==> config.mk <==
export PLATFORM = sky130hd
export DESIGN_NAME = mouse_packet_cursor_buttons_top
export DESIGN_NICKNAME = d
export VERILOG_FILES = /design/src/sv/mpcb_pkg.sv /design/src/sv/mpcb_motion.sv /design/src/sv/mpcb_buttons.sv /design/src/sv/mouse_packet_cursor_buttons_top.sv
export SDC_FILE = /design/constraint.sdc
export NUM_CORES = 1
export LEC_CHECK = 0
export ABC_AREA = 1
export BUFFER_PORTS_ARGS = -buffer_cell sky130_fd_sc_hd__buf_2
export CORE_MARGIN = 3
export CORE_UTILIZATION = 50
export CTS_CLUSTER_DIAMETER = 50
export CTS_CLUSTER_SIZE = 25
export DETAILED_ROUTE_END_ITERATION = 7
export PLACE_DENSITY = 0.79
export SYNTH_ARGS = -nofsm -noshare
export SYNTH_HDL_FRONTEND = slang
export SYNTH_HIERARCHICAL = 1
export SYNTH_SLANG_ARGS = --single-unit
==> constraint.sdc <==
create_clock -name clk_i -period 3.55 [get_ports clk_i]
set_input_delay 0.1775 -clock clk_i [delete_from_list [all_inputs] [get_ports clk_i]]
set_output_delay 0.1775 -clock clk_i [all_outputs]
set_load 0.05 [all_outputs]
==> src/sv/mpcb_pkg.sv <==
// shared types and constants for the mouse packet cursor and button decoder
package mpcb_pkg;

  // width of the stored cursor position
  localparam int POS_BITS = 10;
  // width of the cursor position fields on the result port
  localparam int CURSOR_W = 10;
  // width of the signed sums formed while moving the cursor
  localparam int SUM_W    = POS_BITS + 2;
  localparam int LIMIT_W  = 10;
  localparam int DELAY_W  = 8;
  localparam int CFG_W    = 10;

  localparam logic [7:0]         ACK_OK            = 8'hFA;
  localparam logic [LIMIT_W-1:0] X_LIMIT_RST       = 10'd360;
  localparam logic [LIMIT_W-1:0] Y_LIMIT_RST       = 10'd240;
  localparam logic [DELAY_W-1:0] PRESS_DELAY_RST   = 8'd30;
  localparam logic [DELAY_W-1:0] REPEAT_DELAY_RST  = 8'd5;

  typedef enum logic [1:0] {
    CFG_X_LIMIT      = 2'd0,
    CFG_Y_LIMIT      = 2'd1,
    CFG_PRESS_DELAY  = 2'd2,
    CFG_REPEAT_DELAY = 2'd3
  } cfg_idx_e;

  typedef enum logic [1:0] {
    EV_NONE   = 2'd0,
    EV_DOWN   = 2'd1,
    EV_CLICK  = 2'd2,
    EV_REPEAT = 2'd3
  } btn_event_e;

  typedef enum logic [1:0] {
    BTN_RELEASED = 2'd0,
    BTN_PRESSED  = 2'd1,
    BTN_HOLDING  = 2'd2
  } btn_state_e;

  typedef struct packed {
    logic [7:0] ack_byte;
    logic [7:0] status_byte;
    logic [7:0] dx_byte;
    logic [7:0] dy_byte;
  } in_pkt_t;

  typedef struct packed {
    logic [CURSOR_W-1:0] cursor_x;
    logic [CURSOR_W-1:0] cursor_y;
    logic                no_motion;
    logic                no_button;
    btn_state_e          left_state;
    btn_state_e          right_state;
    btn_event_e          left_event;
    btn_event_e          right_event;
  } out_res_t;

  typedef struct packed {
    logic [LIMIT_W-1:0] x_limit;
    logic [LIMIT_W-1:0] y_limit;
    logic [DELAY_W-1:0] press_delay;
    logic [DELAY_W-1:0] repeat_delay;
  } cfg_t;

  typedef struct packed {
    logic [CURSOR_W-1:0] cursor_x;
    logic [CURSOR_W-1:0] cursor_y;
    logic                no_motion;
  } mot_res_t;

  typedef struct packed {
    logic       no_button;
    btn_state_e left_state;
    btn_state_e right_state;
    btn_event_e left_event;
    btn_event_e right_event;
  } btn_res_t;

endpackage

==> src/sv/mpcb_motion.sv <==
// cursor position tracking with clamping and the no-motion flag
module mpcb_motion (
  input  logic              clk_i,
  input  logic              rst_ni,
  input  logic              step_i,
  input  mpcb_pkg::in_pkt_t pkt_i,
  input  mpcb_pkg::cfg_t    cfg_i,
  output mpcb_pkg::mot_res_t res_o
);
  import mpcb_pkg::*;

  logic [POS_BITS-1:0]    pos_x_q, pos_x_d;
  logic [POS_BITS-1:0]    pos_y_q, pos_y_d;
  logic                   idle_q, idle_d;
  logic signed [8:0]      dx9, dy9;
  logic signed [SUM_W-1:0] sum_x, sum_y, lim_x, lim_y;
  logic                   ack_ok, moved;

  assign ack_ok = (pkt_i.ack_byte == ACK_OK);
  assign dx9    = {pkt_i.status_byte[4], pkt_i.dx_byte};
  assign dy9    = {pkt_i.status_byte[5], pkt_i.dy_byte};
  assign moved  = (dx9 != 9'sd0) || (dy9 != 9'sd0);

  always_comb begin
    sum_x = SUM_W'({1'b0, pos_x_q}) + SUM_W'(dx9);
    sum_y = SUM_W'({1'b0, pos_y_q}) - SUM_W'(dy9);
    lim_x = SUM_W'({1'b0, cfg_i.x_limit});
    lim_y = SUM_W'({1'b0, cfg_i.y_limit});
    pos_x_d = pos_x_q;
    pos_y_d = pos_y_q;
    idle_d  = idle_q;
    if (ack_ok) begin
      if (moved) begin
        idle_d = 1'b0;
        if (sum_x < 0) begin
          pos_x_d = '0;
        end else if (sum_x > lim_x) begin
          pos_x_d = POS_BITS'(cfg_i.x_limit);
        end else begin
          pos_x_d = POS_BITS'(sum_x);
        end
        if (sum_y < 0) begin
          pos_y_d = '0;
        end else if (sum_y > lim_y) begin
          pos_y_d = POS_BITS'(cfg_i.y_limit);
        end else begin
          pos_y_d = POS_BITS'(sum_y);
        end
      end else begin
        idle_d = 1'b1;
      end
    end
  end

  always_ff @(posedge clk_i or negedge rst_ni) begin
    if (!rst_ni) begin
      pos_x_q <= '0;
      pos_y_q <= '0;
      idle_q  <= 1'b0;
    end else if (step_i) begin
      pos_x_q <= pos_x_d;
      pos_y_q <= pos_y_d;
      idle_q  <= idle_d;
    end
  end

  assign res_o.cursor_x  = CURSOR_W'(pos_x_d);
  assign res_o.cursor_y  = CURSOR_W'(pos_y_d);
  assign res_o.no_motion = idle_d;

endmodule

==> src/sv/mpcb_buttons.sv <==
// button edge detection, shared hold counter and repeat events
module mpcb_buttons (
  input  logic               clk_i,
  input  logic               rst_ni,
  input  logic               step_i,
  input  logic [1:0]         btn_i,
  input  mpcb_pkg::cfg_t     cfg_i,
  output mpcb_pkg::btn_res_t res_o
);
  import mpcb_pkg::*;

  logic [1:0]         last_q, rel_q, prs_q, hld_q;
  logic [1:0]         rel_d, prs_d, hld_d;
  logic [DELAY_W-1:0] cnt_q, cnt_d;
  logic               idle_q, idle_d;
  btn_event_e         ev [2];
  btn_state_e         st [2];

  // left is handled before right, both share the hold counter
  always_comb begin
    rel_d  = rel_q;
    prs_d  = prs_q;
    hld_d  = hld_q;
    cnt_d  = cnt_q;
    idle_d = idle_q;
    ev[0]  = EV_NONE;
    ev[1]  = EV_NONE;
    if (btn_i != last_q) begin
      idle_d = 1'b0;
      for (int b = 0; b < 2; b++) begin
        if (!btn_i[b]) begin
          rel_d[b] = 1'b1;
          if (prs_d[b]) ev[b] = EV_CLICK;
          prs_d[b] = 1'b0;
          hld_d[b] = 1'b0;
        end else if (!prs_d[b] && !hld_d[b]) begin
          prs_d[b] = 1'b1;
          rel_d[b] = 1'b0;
          ev[b]    = EV_DOWN;
          // only reload when the other button is not mid-countdown
          if (!prs_d[1-b] || hld_d[1-b]) cnt_d = cfg_i.press_delay;
        end
      end
    end else begin
      if (rel_q == 2'b11) idle_d = 1'b1;
      for (int b = 0; b < 2; b++) begin
        if (prs_d[b]) begin
          if (cnt_d != '0) begin
            cnt_d = cnt_d - DELAY_W'(1);
          end else begin
            if (!hld_d[b]) hld_d[b] = 1'b1;
            else ev[b] = EV_REPEAT;
            cnt_d = cfg_i.repeat_delay;
          end
        end
      end
    end
    for (int b = 0; b < 2; b++) begin
      if (hld_d[b])      st[b] = BTN_HOLDING;
      else if (prs_d[b]) st[b] = BTN_PRESSED;
      else               st[b] = BTN_RELEASED;
    end
  end

  always_ff @(posedge clk_i or negedge rst_ni) begin
    if (!rst_ni) begin
      last_q <= '0;
      rel_q  <= '0;
      prs_q  <= '0;
      hld_q  <= '0;
      cnt_q  <= '0;
      idle_q <= 1'b0;
    end else if (step_i) begin
      last_q <= btn_i;
      rel_q  <= rel_d;
      prs_q  <= prs_d;
      hld_q  <= hld_d;
      cnt_q  <= cnt_d;
      idle_q <= idle_d;
    end
  end

  assign res_o.no_button   = idle_d;
  assign res_o.left_state  = st[0];
  assign res_o.right_state = st[1];
  assign res_o.left_event  = ev[0];
  assign res_o.right_event = ev[1];

endmodule

==> src/sv/mouse_packet_cursor_buttons_top.sv <==
// top level of the mouse packet cursor and button decoder
// an accepted request has its result on the output register in the next cycle
// throughput: one request per cycle while the held result is not stalled, limited only by the single result register
// a new request is taken while the held result is being taken in the same cycle
// reset: asynchronous active low, clears position, button state, counter and
// restores the default limits and delays; the output register comes up empty
module mouse_packet_cursor_buttons_top (
  input  logic                      clk_i,
  input  logic                      rst_ni,
  input  logic                      in_valid_i,
  output logic                      in_stall_o,
  input  mpcb_pkg::in_pkt_t         in_data_i,
  output logic                      out_valid_o,
  input  logic                      out_stall_i,
  output mpcb_pkg::out_res_t        out_data_o,
  input  logic                      cfg_we_i,
  input  mpcb_pkg::cfg_idx_e        cfg_idx_i,
  input  logic [mpcb_pkg::CFG_W-1:0] cfg_data_i
);
  import mpcb_pkg::*;

  cfg_t     cfg_q;
  out_res_t res_q;
  logic     res_valid_q;
  logic     step;
  mot_res_t mot_res;
  btn_res_t btn_res;

  always_ff @(posedge clk_i or negedge rst_ni) begin
    if (!rst_ni) begin
      cfg_q.x_limit      <= X_LIMIT_RST;
      cfg_q.y_limit      <= Y_LIMIT_RST;
      cfg_q.press_delay  <= PRESS_DELAY_RST;
      cfg_q.repeat_delay <= REPEAT_DELAY_RST;
    end else if (cfg_we_i) begin
      case (cfg_idx_i)
        CFG_X_LIMIT:      cfg_q.x_limit      <= LIMIT_W'(cfg_data_i);
        CFG_Y_LIMIT:      cfg_q.y_limit      <= LIMIT_W'(cfg_data_i);
        CFG_PRESS_DELAY:  cfg_q.press_delay  <= DELAY_W'(cfg_data_i);
        CFG_REPEAT_DELAY: cfg_q.repeat_delay <= DELAY_W'(cfg_data_i);
        default: ;
      endcase
    end
  end

  assign in_stall_o = res_valid_q && out_stall_i;
  assign step       = in_valid_i && !in_stall_o;

  mpcb_motion u_motion (
    .clk_i  (clk_i),
    .rst_ni (rst_ni),
    .step_i (step),
    .pkt_i  (in_data_i),
    .cfg_i  (cfg_q),
    .res_o  (mot_res)
  );

  mpcb_buttons u_buttons (
    .clk_i  (clk_i),
    .rst_ni (rst_ni),
    .step_i (step),
    .btn_i  (in_data_i.status_byte[1:0]),
    .cfg_i  (cfg_q),
    .res_o  (btn_res)
  );

  always_ff @(posedge clk_i or negedge rst_ni) begin
    if (!rst_ni) begin
      res_valid_q <= 1'b0;
    end else if (step) begin
      res_valid_q <= 1'b1;
    end else if (!out_stall_i) begin
      res_valid_q <= 1'b0;
    end
  end

  always_ff @(posedge clk_i) begin
    if (step) begin
      res_q.cursor_x    <= mot_res.cursor_x;
      res_q.cursor_y    <= mot_res.cursor_y;
      res_q.no_motion   <= mot_res.no_motion;
      res_q.no_button   <= btn_res.no_button;
      res_q.left_state  <= btn_res.left_state;
      res_q.right_state <= btn_res.right_state;
      res_q.left_event  <= btn_res.left_event;
      res_q.right_event <= btn_res.right_event;
    end
  end

  assign out_valid_o = res_valid_q;
  assign out_data_o  = res_q;

endmodule

==> results of run 1 <==
metal layers:
| layer | part of all wire (%) | track usage (%) | vias up | wire length, um |
|---|---|---|---|---|
| met5 | 0 | 0 | - | 0 |
| met4 | 1.2 | 5.134 | 0 | 216 |
| met3 | 4.9 | 3.833 | 17 | 853 |
| met2 | 47 | 34.70 | 158 | 8160 |
| met1 | 47 | 29.73 | 3096 | 8115 |
| li1 | - | - | 3407 | - |
how the worst max path moves through the flow:
stage,endpoint,startpoint,cells after the start
floorplan,u_motion/pos_x_q[0]$_DFFE_PN0P_,out_valid_o$_DFFE_PN0P_,7
global placement,out_data_o[19]$_DFFE_PP_,u_motion/pos_y_q[2]$_DFFE_PN0P_,18
detailed placement,out_data_o[12]$_DFFE_PP_,u_motion/pos_y_q[2]$_DFFE_PN0P_,17
CTS,out_data_o[15]$_DFFE_PP_,u_motion/pos_y_q[2]$_DFFE_PN0P_,17
global route,u_motion/pos_y_q[4]$_DFFE_PN0P_,u_motion/pos_y_q[2]$_DFFE_PN0P_,20
finish,u_motion/pos_y_q[5]$_DFFE_PN0P_,u_motion/pos_y_q[2]$_DFFE_PN0P_,20
registers in the layout, indices dropped and copies added (netlist names):
register,flops
u_buttons/cnt_q,8
u_buttons/idle_q,1
u_motion/pos_x_q,10
u_buttons/last_q,2
u_buttons/prs_q,2
u_motion/idle_q,1
u_buttons/rel_q,2
cfg_q,36
out_data_o,30
out_valid_o,1
u_motion/pos_y_q,10
u_buttons/hld_q,2
final cells by class:
class                   instances  area share (%)
multi-input cells             734           49.06
flip-flops and latches        105           33.57
inverters                     140           6.341
repair buffers                 78           4.778
clock buffers                  11           2.915
well taps                     184           2.765
clock inverters                 5          0.5710
power by group:
group / internal [mW] / switching, mW / total, mW / leakage [nW]
clock network: 0.508 / 0.470 / 0.977 / 0.140
logic: 0.619 / 1.26 / 1.88 / 3.03
registers: 1.45 / 0.173 / 1.62 / 1.23
total: 2.57 / 1.90 / 4.47 / 4.41
stage by stage:
step / hold slack [ps] / setup TNS, ps / power (mW)
final: -34.14 / 0 / 4.474
after global routing: 52.68 / -12.13 / 4.821
after CTS: 5.244 / 0 / 4.468
after detailed placement: 402.2 / 0 / 3.491
after global placement: 385.8 / 0 / 3.437
after floorplan: -118.1 / 0 / 3.114
worst reg2reg max path: cells and delay by family (launching register included):
| kind | cells | cell delay [ps] |
|---|---|---|
| xor gates and xnor gates | 1 | 220 |
| AOI/OAI and AO/OA | 1 | 160 |
| buffers and inverters | 3 | 330 |
| and+or+nand+nor | 13 | 1450 |
| DFF | 1 | 400 |
| adders and majority gates | 2 | 670 |
layout by cell type (no fill, tap or decap), types with 11 or more instances in the layout:
cell type | Yosys | final
sky130_fd_sc_hd__nand2_1 | 329 | 329
sky130_fd_sc_hd__inv_1 | 125 | 125
sky130_fd_sc_hd__buf_2 | 10 | 75
sky130_fd_sc_hd__nand3_1 | 69 | 69
sky130_fd_sc_hd__dfrtp_1 | 61 | 61
sky130_fd_sc_hd__nand4_1 | 51 | 51
sky130_fd_sc_hd__nor2_1 | 48 | 47
sky130_fd_sc_hd__ha_1 | 46 | 46
sky130_fd_sc_hd__a21oi_1 | 43 | 43
sky130_fd_sc_hd__nand2_2 | 34 | 33
sky130_fd_sc_hd__edfxtp_1 | 30 | 30
sky130_fd_sc_hd__o21ai_0 | 19 | 19
sky130_fd_sc_hd__dfstp_2 | 14 | 14
sky130_fd_sc_hd__xor2_1 | 11 | 11
repair_timing:
item | CTS | global route
setup buffers | 0 | 0
resized for setup | 0 | 3
setup endpoints to repair | 0 | 20
cell families after synthesis:
| family | Yosys count | synth area share, % |
|---|---|---|
| XOR/XNOR | 18 | 2.069 |
| buffers and inverters | 173 | 10.03 |
| AO/OA/AOI/OAI | 95 | 7.488 |
| AND/OR/NAND/NOR | 573 | 35.65 |
| adder cells (fa/ha/maj) | 48 | 8.079 |
| flip-flops | 105 | 36.68 |
==> summary.json, run 1 <==
{
  "run_status": {"value": "finished, violations left"},
  "failed_checks": {"value": "negative hold slack"},
  "initial_core_util": {"value": 51.84, "unit": "%"},
  "top_level_ports": {"value": 81},
  "die_area": {"value": 16760, "unit": "um2"},
  "chipHeight": {"value": 129.5, "unit": "um"},
  "tritoncts_num_sinks": {"value": 105},
  "grt_first_pass_wirelength": {"value": 28750, "unit": "um"},
  "route.vias.total": {"value": 6678},
  "share_of_synthesized_area_occupied_by_flip_flops_and_latches": {"value": 36.68, "unit": "%"},
  "antenna_left": {"value": 0},
  "diodes": {"value": 0},
  "mappedNetlistArea": {"value": 7620, "unit": "um2"},
  "synthDominantCellAreaShare": {"value": 20.03, "unit": "%"},
  "initialDrtViolationCount": {"value": 629},
  "cts.reportedPaths.clkPinSlew": {"value": 70, "unit": "ps"},
  "detail_route.wl_per_cell": {"value": 13.80, "unit": "um"},
  "layout.cell_area.non_filler": {"value": 8327, "unit": "um2"},
  "worstReg2RegStart": {"value": "u_motion/pos_y_q[2]$_DFFE_PN0P_"},
  "worst_setup_sp_type": {"value": "flop"},
  "overflow": {"value": 0},
  "gp_congestion": {"value": 0.8997},
  "synth_most_common_cell": {"value": "sky130_fd_sc_hd__nand2_1"},
  "timing.critical_path.buf_inv": {"value": 3},
  "mappedNetlistNets": {"value": 1109},
  "clock_insertion_delay_worst_skew": {"value": 360, "unit": "ps"},
  "maximum_number_of_pins_on_one_net_before_global_route_repair": {"value": 76},
  "core_area": {"value": 14700, "unit": "um2"},
  "final.setup.worst_slack": {"value": 275.1, "unit": "ps"},
  "placement_stage_worst_setup_slack": {"value": 298.4, "unit": "ps"},
  "critPathMostFrequentCell": {"value": "sky130_fd_sc_hd__nand2_1"},
  "worstReg2RegEnd": {"value": "u_motion/pos_y_q[5]$_DFFE_PN0P_"},
  "worst-path-max-fanout": {"value": 11},
  "crit_path_cell_trace": {"value": "ha_1 -> nand3_1 -> nand2_1 -> inv_1 -> o21bai_2 -> nand2_1 -> nand3_1 -> xor2_1 -> inv_1 -> ha_1 -> nand2_1 -> inv_1 -> nand4_2 -> nand2_4 -> nand3_4 -> nand2_1 -> nand3_1 -> nand2_2 -> nand2_1 -> nand2_1"},
  "clockRootBuffer": {"value": "sky130_fd_sc_hd__clkbuf_16"},
  "postRouteWirelength": {"value": 17350, "unit": "um"},
  "finalWorstPathRequiredPeriod": {"value": 3275, "unit": "ps"},
  "num_rows": {"value": 44},
  "share_of_the_clock_period_used_by_the_worst_path": {"value": 92.25, "unit": "%"},
  "number_of_synthesized_register_bits": {"value": 105},
  "timing.reg2reg.worst_path_depth": {"value": 20},
  "placed_area": {"value": 8019, "unit": "um2"},
  "cts.htree.levels": {"value": 3},
  "drc_errors": {"value": 0},
  "die_x": {"value": 129.5, "unit": "um"},
  "detail_route.vias_per_cell": {"value": 5.313},
  "irDropWorstVdd": {"value": 0.0002558, "unit": "V"},
  "layout.area.seq": {"value": 2795, "unit": "um2"},
  "synth_instances": {"value": 1012},
  "crit_slowest_cell": {"value": "sky130_fd_sc_hd__dfrtp_1"},
  "synthesis.yosys.warnings": {"value": 6},
  "synth.area.top_cells": {"value": "sky130_fd_sc_hd__dfrtp_1, sky130_fd_sc_hd__nand2_1, sky130_fd_sc_hd__edfxtp_1"},
  "top_flip_flop_cell_by_instance_count_after_synthesis": {"value": "sky130_fd_sc_hd__dfrtp_1"},
  "final_hold_viol_count": {"value": 14},
  "reg2reg_slack": {"value": 280, "unit": "ps"},
  "total_instance_count_after_detailed_placement": {"value": 1241},
  "asr_flop_ratio_synth": {"value": 71.43, "unit": "%"},
  "clock_path_buffers": {"value": 2},
  "synth_cell_type_count": {"value": 50},
  "p_leak": {"value": 4.406, "unit": "nW"},
  "timing.critical_path.arrival": {"value": 3560, "unit": "ps"},
  "max_cap_viol_count": {"value": 0},
  "multiInputGateArea": {"value": 4085, "unit": "um2"},
  "numCtsBuffers": {"value": 9},
  "postLayoutCoreUtil": {"value": 56.65, "unit": "%"},
  "slowest_delay": {"value": 400, "unit": "ps"},
  "tritoncts": {"value": "built"},
  "final_slew_violations": {"value": 0},
  "cts.hold.buffers_added": {"value": 0},
  "grt_antenna_before_repair": {"value": 0},
  "final.setup_skew": {"value": 8.590, "unit": "ps"},
  "max_slew_margin": {"value": 34.76, "unit": "%"},
  "critPathKind": {"value": "flop to flop"},
  "grt_pass1_vias": {"value": 6108},
  "fillers": {"value": 1334},
  "hold-worst-slack": {"value": -34.14, "unit": "ps"},
  "syn-mean-instance-area": {"value": 7.529, "unit": "um2"},
  "final-instance-count-excl-fill": {"value": 1257},
  "fmaxAchievable": {"value": 0.3054, "unit": "GHz"},
  "dpl.hpwl": {"value": 13090, "unit": "um"},
  "crit_required": {"value": 3840, "unit": "ps"},
  "synth_top_cells_by_count": {"value": "sky130_fd_sc_hd__nand2_1, sky130_fd_sc_hd__inv_1, sky130_fd_sc_hd__nand3_1"},
  "worst_setup_path_end_kind": {"value": "flop"},
  "fin_nets": {"value": 1165},
  "post-synth-top-area-cell": {"value": "sky130_fd_sc_hd__dfrtp_1"},
  "timing.hold.worst.class": {"value": "primary input to asynchronous set/reset pin"},
  "fraction_of_final_layout_cells_with_drive_strength_greater_than_1": {"value": 18.08, "unit": "%"},
  "timing.critical_path.max_delay_family": {"value": "simple AND/OR/NAND/NOR gates"},
  "cellPowerDensity": {"value": 537.3, "unit": "nW/um2"},
  "syn_to_final_growth": {"value": 9.278, "unit": "%"},
  "setup_violations": {"value": 0},
  "worstMarginPinSlew": {"value": 978.6, "unit": "ps"},
  "io_buffers": {"value": 76},
  "grtUsageTotal": {"value": 21.30, "unit": "%"},
  "synth-edff-count": {"value": 30},
  "detailedRoute.firstPassIterationCount": {"value": 5}
}
Power figures use the tool's default switching activity.
==> inputs of run 2 (changes only) <==
--- a/config.mk
+++ b/config.mk
@@ -6,7 +6,7 @@
 export NUM_CORES = 1
 export LEC_CHECK = 0
 export ABC_AREA = 1
-export BUFFER_PORTS_ARGS = -buffer_cell sky130_fd_sc_hd__buf_2
+export BUFFER_PORTS_ARGS = -buffer_cell sky130_fd_sc_hd__clkbuf_2
 export CORE_MARGIN = 3
 export CORE_UTILIZATION = 50
 export CTS_CLUSTER_DIAMETER = 50
==> constraint.sdc (replaced) <==
create_clock -name clk_i -period 3.55 [get_ports clk_i]
set_input_delay 0.5325 -clock clk_i [delete_from_list [all_inputs] [get_ports clk_i]]
set_output_delay 0.5325 -clock clk_i [all_outputs]
set_load 0.05 [all_outputs]
==> run 2 against run 1 <==
Against the previous run:
- the flow now finishes without violations
- count of clock-buffer cells in the layout stayed put
- critical path depth down 1
- combinational power hardly changed
- fmax rose by 0.14%
- critical endpoint unchanged
- largest power group unchanged
==> summary.json, run 2 (same netlist as run 1, synthesis figures left out) <==
{
  "core_area": {"value": 14700, "unit": "um2", "change": "unchanged"},
  "critPathKind": {"value": "flop to flop", "change": "unchanged"},
  "io_buffers": {"value": 76, "change": "unchanged"},
  "fraction_of_final_layout_cells_with_drive_strength_greater_than_1": {"value": 18.84, "unit": "%", "change": "was 18.08%"},
  "drc_errors": {"value": 0, "change": "unchanged"},
  "grt_pass1_vias": {"value": 6059, "change": "was 6108"},
  "highest_utilization_routing_layer_at_the_global_route_stage": {"value": "met2", "change": "unchanged"},
  "crit_slowest_cell": {"value": "sky130_fd_sc_hd__dfrtp_1", "change": "unchanged"},
  "timing.reg2reg.worst_path_depth": {"value": 19, "change": "was 20"},
  "clock_path_buffers": {"value": 2, "change": "unchanged"},
  "postRouteWirelength": {"value": 17410, "unit": "um", "change": "was 17350 um"},
  "share_of_the_clock_period_used_by_the_worst_path": {"value": 92.12, "unit": "%", "change": "was 92.25%"},
  "layout.cells.most_common": {"value": "sky130_fd_sc_hd__nand2_1", "change": "unchanged"},
  "num_rows": {"value": 44, "change": "unchanged"},
  "top_level_ports": {"value": 81, "change": "unchanged"},
  "detailedRoute.firstPassIterationCount": {"value": 5, "change": "unchanged"},
  "placed_area": {"value": 8087, "unit": "um2", "change": "was 8019 um2"},
  "fin_nets": {"value": 1175, "change": "was 1165"},
  "worst_setup_sp_type": {"value": "flop", "change": "unchanged"},
  "detail_route.wl_per_cell": {"value": 13.74, "unit": "um", "change": "was 13.80 um"},
  "slowest_delay": {"value": 410, "unit": "ps", "change": "was 400 ps"},
  "grt_util_met1": {"value": 29.48, "unit": "%", "change": "was 29.73%"},
  "die_area": {"value": 16760, "unit": "um2", "change": "unchanged"},
  "chipHeight": {"value": 129.5, "unit": "um", "change": "unchanged"},
  "timing.critical_path.arrival": {"value": 3560, "unit": "ps", "change": "about the same"},
  "registers.top_by_ff_count": {"value": "cfg_q", "change": "unchanged"},
  "final_slew_violations": {"value": 0, "change": "unchanged"},
  "gp_congestion": {"value": 0.9099, "change": "was 0.8997"},
  "tritoncts": {"value": "built", "change": "unchanged"},
  "grtUsageTotal": {"value": 21.03, "unit": "%", "change": "was 21.30%"},
  "timing.critical_path.max_delay_family": {"value": "simple AND/OR/NAND/NOR gates", "change": "unchanged"},
  "grt_antenna_before_repair": {"value": 0, "change": "unchanged"},
  "max_slew_margin": {"value": 34.28, "unit": "%", "change": "was 34.76%"},
  "numCtsBuffers": {"value": 9, "change": "unchanged"},
  "final-instance-count-excl-fill": {"value": 1267, "change": "was 1257"},
  "cts.hold.buffers_added": {"value": 0, "change": "unchanged"},
  "cts.reportedPaths.clkPinSlew": {"value": 70, "unit": "ps", "change": "about the same"},
  "overflow": {"value": 0, "change": "unchanged"},
  "worstReg2RegStart": {"value": "u_motion/pos_y_q[2]$_DFFE_PN0P_", "change": "unchanged"},
  "run_status": {"value": "finished clean", "change": "was finished, violations left"},
  "final_hold_viol_count": {"value": 0, "change": "was 14"},
  "layout.cell_area.non_filler": {"value": 8426, "unit": "um2", "change": "was 8327 um2"},
  "setup_repair_after_global_routing_missed_its_margin": {"value": "no"},
  "fmaxAchievable": {"value": 0.3058, "unit": "GHz", "change": "was 0.3054 GHz"},
  "clock_insertion_delay_worst_skew": {"value": 360, "unit": "ps", "change": "about the same"},
  "initialDrtViolationCount": {"value": 489, "change": "was 629"},
  "irDropWorstVdd": {"value": 0.0003282, "unit": "V", "change": "was 0.0002558 V"},
  "worstMarginPinSlew": {"value": 985.8, "unit": "ps", "change": "was 978.6 ps"},
  "total_instance_count_after_detailed_placement": {"value": 1250, "change": "was 1241"},
  "fillers": {"value": 1346, "change": "was 1334"},
  "reg2reg_slack": {"value": 280, "unit": "ps", "change": "about the same"},
  "route.vias.total": {"value": 6740, "change": "was 6678"},
  "worst_setup_path_end_kind": {"value": "flop", "change": "unchanged"},
  "timing.critical_path.buf_inv": {"value": 4, "change": "was 3"},
  "largest_reg_flops": {"value": 36, "change": "unchanged"},
  "crit_required": {"value": 3840, "unit": "ps", "change": "about the same"},
  "timing.hold.worst.class": {"value": "primary input to asynchronous set/reset pin", "change": "unchanged"},
  "detail_route.vias_per_cell": {"value": 5.320, "change": "was 5.313"},
  "worstReg2RegEnd": {"value": "u_motion/pos_y_q[5]$_DFFE_PN0P_", "change": "unchanged"},
  "setup_tns_after_final_layout": {"value": 0, "unit": "ps", "change": "unchanged"},
  "diodes": {"value": 0, "change": "unchanged"},
  "crit_path_cell_trace": {"value": "ha_1 -> nand3_1 -> nand2_1 -> inv_1 -> o21bai_1 -> nand2_1 -> nand3_1 -> xor2_1 -> inv_1 -> ha_1 -> nand2_1 -> inv_1 -> nand4_2 -> buf_4 -> nand4_1 -> nand3_1 -> nand2_2 -> nand2_1 -> nand2_1", "change": "was ha_1 -> nand3_1 -> nand2_1 -> inv_1 -> o21bai_2 -> nand2_1 -> nand3_1 -> xor2_1 -> inv_1 -> ha_1 -> nand2_1 -> inv_1 -> nand4_2 -> nand2_4 -> nand3_4 -> nand2_1 -> nand3_1 -> nand2_2 -> nand2_1 -> nand2_1"},
  "die_x": {"value": 129.5, "unit": "um", "change": "unchanged"},
  "postLayoutCoreUtil": {"value": 57.32, "unit": "%", "change": "was 56.65%"},
  "p_leak": {"value": 4.480, "unit": "nW", "change": "was 4.406 nW"},
  "finalWorstPathRequiredPeriod": {"value": 3270, "unit": "ps", "change": "was 3275 ps"},
  "syn_to_final_growth": {"value": 10.57, "unit": "%", "change": "was 9.278%"},
  "antenna_left": {"value": 0, "change": "unchanged"},
  "initial_core_util": {"value": 51.84, "unit": "%", "change": "unchanged"},
  "tritoncts_num_sinks": {"value": 105, "change": "unchanged"},
  "final.setup_skew": {"value": 6.408, "unit": "ps", "change": "was 8.590 ps"},
  "max_cap_viol_count": {"value": 0, "change": "unchanged"},
  "worst-path-max-fanout": {"value": 6, "change": "was 11"},
  "setup_violations": {"value": 0, "change": "unchanged"},
  "cts.htree.levels": {"value": 3, "change": "unchanged"},
  "global_route.usage.met3": {"value": 4.122, "unit": "%", "change": "was 3.833%"},
  "maximum_number_of_pins_on_one_net_before_global_route_repair": {"value": 76, "change": "unchanged"},
  "cellPowerDensity": {"value": 539.6, "unit": "nW/um2", "change": "was 537.3 nW/um2"},
  "met2_usage_grt": {"value": 34.33, "unit": "%", "change": "was 34.70%"},
  "leading_cell_types_in_the_layout_fill_and_taps_excluded": {"value": "sky130_fd_sc_hd__nand2_1, sky130_fd_sc_hd__inv_1, sky130_fd_sc_hd__clkbuf_2", "change": "was sky130_fd_sc_hd__nand2_1, sky130_fd_sc_hd__inv_1, sky130_fd_sc_hd__buf_2"},
  "hold-worst-slack": {"value": 312.7, "unit": "ps", "change": "was -34.14 ps"},
  "grt_first_pass_wirelength": {"value": 28280, "unit": "um", "change": "was 28750 um"},
  "dpl.hpwl": {"value": 13040, "unit": "um", "change": "was 13090 um"},
  "critPathMostFrequentCell": {"value": "sky130_fd_sc_hd__nand2_1", "change": "unchanged"},
  "clockRootBuffer": {"value": "sky130_fd_sc_hd__clkbuf_16", "change": "unchanged"}
}
==> run 2: metal layers <==
layer  routed length, um  share of wire [%]
met5                   0                  0
met2                8251                 47
met4                 174                1.0
met1                8233                 47
met3                 752                4.3
==> run 2: area by class of cell <==
type                            instances  area, um2  share of cell area, %
Clock buffer                           11      264.0                  3.133
Multi-Input combinational cell        735       4090                  48.54
Timing Repair Buffer                   87      465.4                  5.524
Sequential cell                       105       2795                  33.17
Tap cell                              184      230.2                  2.732
Clock inverter                          5      52.55                 0.6237
Inverter                              140      528.0                  6.267
==> run 2: worst max-delay path by stage <==
stage / startpoint / end / slack (ps) / depth (start not counted)
final: u_motion/pos_y_q[2]$_DFFE_PN0P_ / u_motion/pos_y_q[5]$_DFFE_PN0P_ / 280 / 19
after global routing: u_motion/pos_y_q[2]$_DFFE_PN0P_ / out_data_o[15]$_DFFE_PP_ / 10 / 19
after CTS: u_motion/pos_y_q[2]$_DFFE_PN0P_ / u_motion/pos_y_q[3]$_DFFE_PN0P_ / 320 / 20
after detailed placement: in_data_i[2] / out_data_o[16]$_DFFE_PP_ / 60 / 21
after global placement: in_data_i[2] / out_data_o[15]$_DFFE_PP_ / 130 / 20
after floorplan: out_valid_o$_DFFE_PN0P_ / u_motion/pos_x_q[0]$_DFFE_PN0P_ / 490 / 7
==> run 2: power by group <==
group	leakage, nW	switching [mW]	total (mW)	internal (mW)
combinational	3.10	1.26	1.89	0.634
clock	0.153	0.480	1.03	0.554
sequential	1.23	0.176	1.62	1.45
==> run 2: worst reg2reg max path: cells and delay by family (launching register included) <==
kind / cells / cell delay (ps)
AOI/OAI and AO/OA: 1 / 250
xor gates and xnor gates: 1 / 240
adders and majority gates: 2 / 680
buffers and inverters: 4 / 480
DFF: 1 / 410
and+or+nand+nor: 11 / 1160
==> run 2: timing repair <==
| item | in CTS | in global routing |
|---|---|---|
| setup endpoints to repair | 0 | 15 |
| resized for setup | 0 | 2 |
| setup buffers | 0 | 0 |
==> run 2: metrics by stage <==
step	power [mW]	setup slack (ps)
finish	4.546	279.7
global route	4.900	9.909
CTS	4.548	316.4
detailed placement	3.504	63.90
global placement	3.453	131.3
floorplan	3.114	493.7
